**src/hw/rtl/tldt_pkg.sv**
```systemverilog
// ----------------------------------------------------------------------------
// tldt_pkg
// types and constants of the two-level directory table
// ----------------------------------------------------------------------------
package tldt_pkg;

  localparam int unsigned NUM_DIRS      = 16;
  localparam int unsigned SLOTS_PER_DIR = 16;
  localparam int unsigned NAME_CHARS    = 7;

  localparam int unsigned DIR_W     = $clog2(NUM_DIRS);
  localparam int unsigned SLOT_W    = $clog2(SLOTS_PER_DIR);
  localparam int unsigned CNT_W     = $clog2(SLOTS_PER_DIR + 1);
  localparam int unsigned ADDR_W    = DIR_W + SLOT_W;
  localparam int unsigned RAM_DEPTH = NUM_DIRS * SLOTS_PER_DIR;

  localparam int unsigned NAME_W  = 56;
  localparam int unsigned KEY_W   = 8 * NAME_CHARS;
  localparam logic [NAME_W-1:0] KEY_MASK = NAME_W'({64{1'b1}} >> (64 - KEY_W));

  localparam logic [4:0] MAX_FILES_RST = 5'd10;

  typedef enum logic [1:0] {
    REQ_CREATE = 2'd0,
    REQ_DELETE = 2'd1,
    REQ_SEARCH = 2'd2
  } req_e;

  typedef enum logic [2:0] {
    STS_OK       = 3'd0,
    STS_DUP      = 3'd1,
    STS_FULL     = 3'd2,
    STS_NOTFOUND = 3'd3,
    STS_EMPTY    = 3'd4
  } status_e;

  typedef enum logic [2:0] {
    S_IDLE,
    S_CHECK,
    S_SCAN,
    S_SHIFT,
    S_DONE
  } state_e;

  typedef struct packed {
    logic [1:0]  req_type;
    logic [3:0]  dir_select;
    logic [55:0] name_key;
  } req_t;

  typedef struct packed {
    logic [2:0] status;
    logic [3:0] position;
    logic [4:0] file_count;
  } rsp_t;

  typedef struct packed {
    logic              we;
    logic [ADDR_W-1:0] waddr;
    logic [NAME_W-1:0] wdata;
    logic              re;
    logic [ADDR_W-1:0] raddr;
  } ram_req_t;

endpackage

```
**src/hw/rtl/tldt_ctrl.sv**
```systemverilog
// ----------------------------------------------------------------------------
// tldt_ctrl
// request sequencer: one slot compare or one slot move per cycle
// ----------------------------------------------------------------------------
module tldt_ctrl (
  input  logic                          clk_i,
  input  logic                          rst_ni,
  input  logic                          cfg_we_i,
  input  logic [4:0]                    cfg_wdata_i,
  input  logic                          in_valid_i,
  input  tldt_pkg::req_t                in_data_i,
  output logic                          in_ready_o,
  input  logic                          rsp_free_i,
  output logic                          rsp_valid_o,
  output tldt_pkg::rsp_t                rsp_o,
  output tldt_pkg::ram_req_t            ram_req_o,
  input  logic [tldt_pkg::NAME_W-1:0]   ram_rdata_i
);
  import tldt_pkg::*;

  state_e               state_q, state_d;
  logic [1:0]           req_q, req_d;
  logic [DIR_W-1:0]     dir_q, dir_d;
  logic [NAME_W-1:0]    key_q, key_d;
  logic [CNT_W-1:0]     rd_slot_q, rd_slot_d;
  logic                 pend_q, pend_d;
  logic [SLOT_W-1:0]    pend_slot_q, pend_slot_d;
  status_e              status_q, status_d;
  logic [SLOT_W-1:0]    pos_q, pos_d;
  logic [CNT_W-1:0]     counts_q [NUM_DIRS];
  logic [CNT_W-1:0]     counts_d [NUM_DIRS];
  logic [4:0]           max_files_q;

  logic                 accept;
  logic [CNT_W-1:0]     cnt_cur;
  logic [CNT_W-1:0]     cap;
  logic                 key_hit;
  logic                 more;
  logic                 skip;

  assign in_ready_o = (state_q == S_IDLE);
  assign accept     = in_valid_i & in_ready_o;

  assign cnt_cur = counts_q[dir_q];
  assign cap     = (CNT_W'(max_files_q) < CNT_W'(SLOTS_PER_DIR)) ?
                   CNT_W'(max_files_q) : CNT_W'(SLOTS_PER_DIR);
  // ram data holds the slot read last cycle
  assign key_hit = pend_q && (ram_rdata_i == key_q);
  assign more    = (rd_slot_q < cnt_cur);

  always_comb begin
    case (req_q)
      REQ_CREATE: skip = (cnt_cur >= cap);
      REQ_DELETE: skip = (cnt_cur == '0);
      REQ_SEARCH: skip = 1'b0;
      default:    skip = 1'b1;
    endcase
  end

  // next state
  always_comb begin
    state_d = state_q;
    unique case (state_q)
      S_IDLE: begin
        if (accept) begin
          state_d = S_CHECK;
        end
      end
      S_CHECK: begin
        state_d = skip ? S_DONE : S_SCAN;
      end
      S_SCAN: begin
        if (key_hit) begin
          state_d = (req_q == REQ_DELETE) ? S_SHIFT : S_DONE;
        end else if (!more) begin
          state_d = S_DONE;
        end
      end
      S_SHIFT: begin
        if (!more) begin
          state_d = S_DONE;
        end
      end
      S_DONE: begin
        if (rsp_free_i) begin
          state_d = S_IDLE;
        end
      end
      default: state_d = S_IDLE;
    endcase
  end

  // datapath and outputs
  always_comb begin
    req_d       = req_q;
    dir_d       = dir_q;
    key_d       = key_q;
    rd_slot_d   = rd_slot_q;
    pend_d      = pend_q;
    pend_slot_d = pend_slot_q;
    status_d    = status_q;
    pos_d       = pos_q;
    counts_d    = counts_q;
    ram_req_o   = '0;

    unique case (state_q)
      S_IDLE: begin
        if (accept) begin
          req_d = in_data_i.req_type;
          dir_d = in_data_i.dir_select[DIR_W-1:0];
          key_d = in_data_i.name_key & KEY_MASK;
        end
      end
      S_CHECK: begin
        status_d  = STS_OK;
        pos_d     = '0;
        rd_slot_d = '0;
        pend_d    = 1'b0;
        if (req_q == REQ_CREATE && skip) begin
          status_d = STS_FULL;
        end else if (req_q == REQ_DELETE && skip) begin
          status_d = STS_EMPTY;
        end
      end
      S_SCAN: begin
        if (key_hit) begin
          pos_d  = pend_slot_q;
          pend_d = 1'b0;
          if (req_q == REQ_CREATE) begin
            status_d = STS_DUP;
          end
          // delete: move the later slots down starting one past the hit
          rd_slot_d = CNT_W'(pend_slot_q) + CNT_W'(1);
        end else if (more) begin
          ram_req_o.re    = 1'b1;
          ram_req_o.raddr = {dir_q, rd_slot_q[SLOT_W-1:0]};
          rd_slot_d       = rd_slot_q + CNT_W'(1);
          pend_d          = 1'b1;
          pend_slot_d     = rd_slot_q[SLOT_W-1:0];
        end else begin
          pend_d = 1'b0;
          if (req_q == REQ_CREATE) begin
            ram_req_o.we    = 1'b1;
            ram_req_o.waddr = {dir_q, cnt_cur[SLOT_W-1:0]};
            ram_req_o.wdata = key_q;
            pos_d           = cnt_cur[SLOT_W-1:0];
            counts_d[dir_q] = cnt_cur + CNT_W'(1);
          end else begin
            status_d = STS_NOTFOUND;
          end
        end
      end
      S_SHIFT: begin
        if (pend_q) begin
          ram_req_o.we    = 1'b1;
          ram_req_o.waddr = {dir_q, pend_slot_q};
          ram_req_o.wdata = ram_rdata_i;
        end
        if (more) begin
          ram_req_o.re    = 1'b1;
          ram_req_o.raddr = {dir_q, rd_slot_q[SLOT_W-1:0]};
          rd_slot_d       = rd_slot_q + CNT_W'(1);
          pend_d          = 1'b1;
          pend_slot_d     = SLOT_W'(rd_slot_q - CNT_W'(1));
        end else begin
          pend_d          = 1'b0;
          counts_d[dir_q] = cnt_cur - CNT_W'(1);
        end
      end
      S_DONE: begin
      end
      default: begin
      end
    endcase
  end

  assign rsp_valid_o         = (state_q == S_DONE);
  assign rsp_o.status        = status_q;
  assign rsp_o.position      = 4'(pos_q);
  assign rsp_o.file_count    = 5'(cnt_cur);

  always_ff @(posedge clk_i or negedge rst_ni) begin
    if (!rst_ni) begin
      state_q     <= S_IDLE;
      pend_q      <= 1'b0;
      max_files_q <= MAX_FILES_RST;
      for (int i = 0; i < NUM_DIRS; i++) begin
        counts_q[i] <= '0;
      end
    end else begin
      state_q  <= state_d;
      pend_q   <= pend_d;
      counts_q <= counts_d;
      if (cfg_we_i) begin
        max_files_q <= cfg_wdata_i;
      end
    end
  end

  always_ff @(posedge clk_i) begin
    req_q       <= req_d;
    dir_q       <= dir_d;
    key_q       <= key_d;
    rd_slot_q   <= rd_slot_d;
    pend_slot_q <= pend_slot_d;
    status_q    <= status_d;
    pos_q       <= pos_d;
  end

endmodule

```
**config.mk**
```make
export PLATFORM = sky130hd
export DESIGN_NAME = tldt_ctrl
export DESIGN_NICKNAME = d
export VERILOG_FILES = /design/src/hw/rtl/tldt_pkg.sv /design/src/hw/rtl/tldt_ctrl.sv
export SDC_FILE = /design/constraint.sdc
export NUM_CORES = 1
export LEC_CHECK = 0
export BUFFER_PORTS_ARGS = -buffer_cell sky130_fd_sc_hd__buf_2
export CORE_MARGIN = 2
export CORE_UTILIZATION = 45
export CTS_BUF_LIST = sky130_fd_sc_hd__clkbuf_16
export DETAILED_ROUTE_END_ITERATION = 16
export MAX_ROUTING_LAYER = met4
export PLACE_DENSITY = 0.71
export SYNTH_ARGS = -nofsm -noshare
export SYNTH_HDL_FRONTEND = slang
export SYNTH_SLANG_ARGS = --single-unit
```
**constraint.sdc**
```tcl
create_clock -name clk_i -period 3.9 [get_ports clk_i]
set_input_delay 0.195 -clock clk_i [delete_from_list [all_inputs] [get_ports clk_i]]
set_output_delay 0.195 -clock clk_i [all_outputs]
set_load 0.005 [all_outputs]
```
==> impl_results.md <==
* Seq cells post-synth at 167
* FMAX at between 0.2 and 0.3 GHz
* Logic gate share of total power at 34.9%
* Total Routing Usage GR at 25.68%
* H-tree Lvls at 4
* Vias in the first global route at around 7500
* Crit path cell chain: clkbuf_16 -> mux4_2 -> nor2b_1 -> o41ai_2 -> inv_1 -> ha_4 -> nand4_1 -> a31o_4 -> nand2_4 -> and4_4 -> buf_4 -> o21a_1 -> buf_2
* Row Count at 52
* Area fraction of the dominant cell type after synthesis at 25.41%
* Internal portion of total power at about 4.3 mW
* Pin count of the biggest net entering global routing at 59
* Worst vdd ir at 349.3 uV
* PD cells at around 530 mW/mm^2
* Post-synth EDFFs at 78
* Final #Nets at 1167
* Fill count at 1583
* Area grow syn2layout at 33.27%
* IO buf count at ~220
* Antenna Cells at 0
* Antenna-violating nets left at 0
* HP Class: input port to register
* Yosys top cell by area: edfxtp_1
* Num CTS Buffers at 17
* NetSw at 2.262 mW
* Run status: complete, but fails checks
* Syn Nets at 851
* Dpl hpwl at 19130 um
* Synthesized area per cell at about 13 um^2
* CP Data Arrival Time at ~3800 ps
* Crit path launch type: register
* Synth top area cells: edfxtp_1 (25%), dfrtp_1 (24%), a22o_1 (6.1%)
* Gr ovfl total at 0
* Clk buf depth at 2
* LEAKAGE at 5.640 nW
* I/O pin count at 216
* Overall power at ~6.5 mW
* Max-cap viol count at 0
* Die width at between 100 and 150 um
* DP Area at approximately 0.011 mm^2
* CP max FO at 7
* WL final at around 27000 um
* Register area share after synthesis at 49.61%
* Mapped Cells at 707
* Failing checks: negative setup slack
* Unique masters post-synth at between 70 and 80
* Syn. warnings at 0
* Final Setup Violations at 43
* Asr flop ratio synth at 53.29%
* Req. time, crit path at 3700 ps
* Final hold violation count at 0
* Slowest cell on crit path: edfxtp_1
* Unrepaired setup endpoints after global routing: true
* Pins Over Slew Limit at 0
* Core Region at 0.02017 mm^2
* Vias post-DR at about 7400
* Residual DRC at 0
* Detailed-route wire length per cell at 20.97 um
* Vias per cell at 5.698
* Clock Skews at 10.45 ps
* Pre-CTS setup slack at 153.0 ps
* Clk pwr share at 25.8%
* Worst skew pair latency at about 430 ps
* Final Instance Area at 0.01228 mm^2
* Min Tclk post-route at ~4000 ps
* CTS root buf: clkbuf_16
* Prevailing post-synth register cell: dfrtp_1
* Num Clock Sinks at 167
* Crit path buf inv count at 4
* Pre-antenna DRT Iters at 5
* Clock transition at path regs at 60 ps
* Die Y at 147.1 um
* DIE AREA at around 0.022 mm^2
* Tcrit/Tclk final at 102.4%
* Sequential share of power at 39.3%
* Antenna violations before repair at 0
* Worst Setup End Kind: output port
* Critical Path Max Stage Delay at 490 ps
* Final setup margin at -94.92 ps
* CP delay by family, top: compound AO/OA/AOI/OAI gates
* Initial DRC Count at 577
* Initial Utilization at 45.69%
* CTS tree: done
* Share of layout cells above drive strength 1 at 40.15%
* Routability cong. at 0.8572
* Net Sw Frac at 34.71%
* Worst relative slew slack at 44.95%
* First-pass GRT wire length at 41180 um
* Worst Max-Slew Pin Slew at 822.7 ps
* Setup tns final at -2214 ps
* CP Class: register to output port
* Synthesized cell area at 0.009216 mm^2
==> cell usage after synthesis, drive strengths merged, types with 2 or more instances <==
cell,instances
mux2,88
dfrtp,87
edfxtp,78
a22o,64
xor2,39
xnor2,29
nor2,26
nand2,23
nand4,22
buf,20
clkbuf,20
inv,18
ha,16
mux4,14
and2,13
nand3,12
nor2b,12
nor4,12
o21ai,10
nor3,9
mux2i,8
nand2b,8
a21oi,7
a31oi,6
and3,6
o22ai,6
a22oi,4
and4,4
o21a,4
or2,4
a211oi,3
nand4bb,3
or3,3
or4,3
a2111oi,2
a21boi,2
a221oi,2
dfstp,2
nand3b,2
nand4b,2
nor3b,2
nor4b,2
o2bb2ai,2
==> sequential cells by signal, indices dropped and copies added (netlist names) <==
signal       cells
max_files_q      5
pos_q            4
rd_slot_q        5
state_q          3
counts_q        80
dir_q            4
key_q           56
req_q            2
pend_q           1
status_q         3
pend_slot_q      4
==> cell families after synthesis <==
kind of cell    count (synthesis)  share of synthesized area (%)
simple gates                  168                          12.06
buf+inv                        58                          3.476
flops                         167                          49.61
xor+xnor                       68                          6.544
fa+ha+maj                      16                          2.172
compound gates                120                          10.66
mux                           110                          15.49
==> cells in the final DEF, fill, tap and decap left out, types with 19 or more instances in the layout <==
master / Yosys / routed
buf_2: 6 / 213
dfrtp_1: 87 / 87
edfxtp_1: 78 / 78
dlygate4sd3_1: 0 / 67
a22o_1: 64 / 64
mux2_2: 46 / 46
buf_4: 5 / 41
xor2_1: 39 / 39
mux2_1: 31 / 31
xnor2_1: 28 / 28
nor2_1: 25 / 22
nand2_1: 22 / 22
clkbuf_16: 0 / 19
==> timing repair <==
item / in CTS / in global routing
setup endpoints to repair: 72 / 72
pin swaps: 2 / 23
endpoints found under the hold margin: 123 / 0
gates cloned: 3 / 2
resized for setup: 5 / 15
hold buffers: 67 / 0
setup buffers: 3 / 16
==> through the flow <==
stage          hold WS, ps  std cells  util [%]
5_1_grt              1.520       1306     60.90
3_3_place_gp         308.5       1183     52.98
6_report             13.35       1306     60.90
3_5_place_dp         311.8       1183     52.98
2_1_floorplan       -100.6        707         -
4_1_cts              1.418       1288     59.63
==> worst paths after layout <==
| kind | startpoint | to | slack, ps | cells past startpoint |
|---|---|---|---|---|
| max | dir_q[0] | ram_req_o[71] | -90 | 13 |
| min | cfg_wdata_i[2] | max_files_q[2] | 10 | 2 |
| max reg2reg | dir_q[0] | pos_q[0] | 200 | 13 |
| min reg2reg | counts_q[37] | counts_q[37] | 480 | 1 |
| max in group asynchronous | rst_ni | max_files_q[3] | 2600 | 3 |
| min in group asynchronous | rst_ni | counts_q[56] | 370 | 2 |
==> power groups by stage <==
stage	Combinational [mW]	Clock, mW	Sequential (mW)
final	2.27	1.68	2.56
after global routing	2.43	1.78	2.61
after CTS	2.10	1.69	2.56
after detailed placement	1.92	0	2.59
after floorplan	1.31	0	2.49
after global placement	1.88	0	2.57
==> per-layer routing <==
metal | track usage (%) | part of all wire [%]
met5 | - | 0
met4 | 6.298 | 1.6
met2 | 42.43 | 50
met3 | 4.317 | 6.7
met1 | 33.33 | 42
==> layout make-up <==
cell class | count | area, um^2 | share of cell area, %
timing repair buffer | 335 | 2300 | 18.72
clock inverter | 15 | 153.9 | 1.253
tap | 270 | 337.8 | 2.750
inverter | 18 | 71.32 | 0.5806
clock buffer | 17 | 425.4 | 3.463
multi-input combinational | 484 | 4423 | 36.01
sequential | 167 | 4572 | 37.22
No activity file was read; power rests on OpenSTA's default activity.
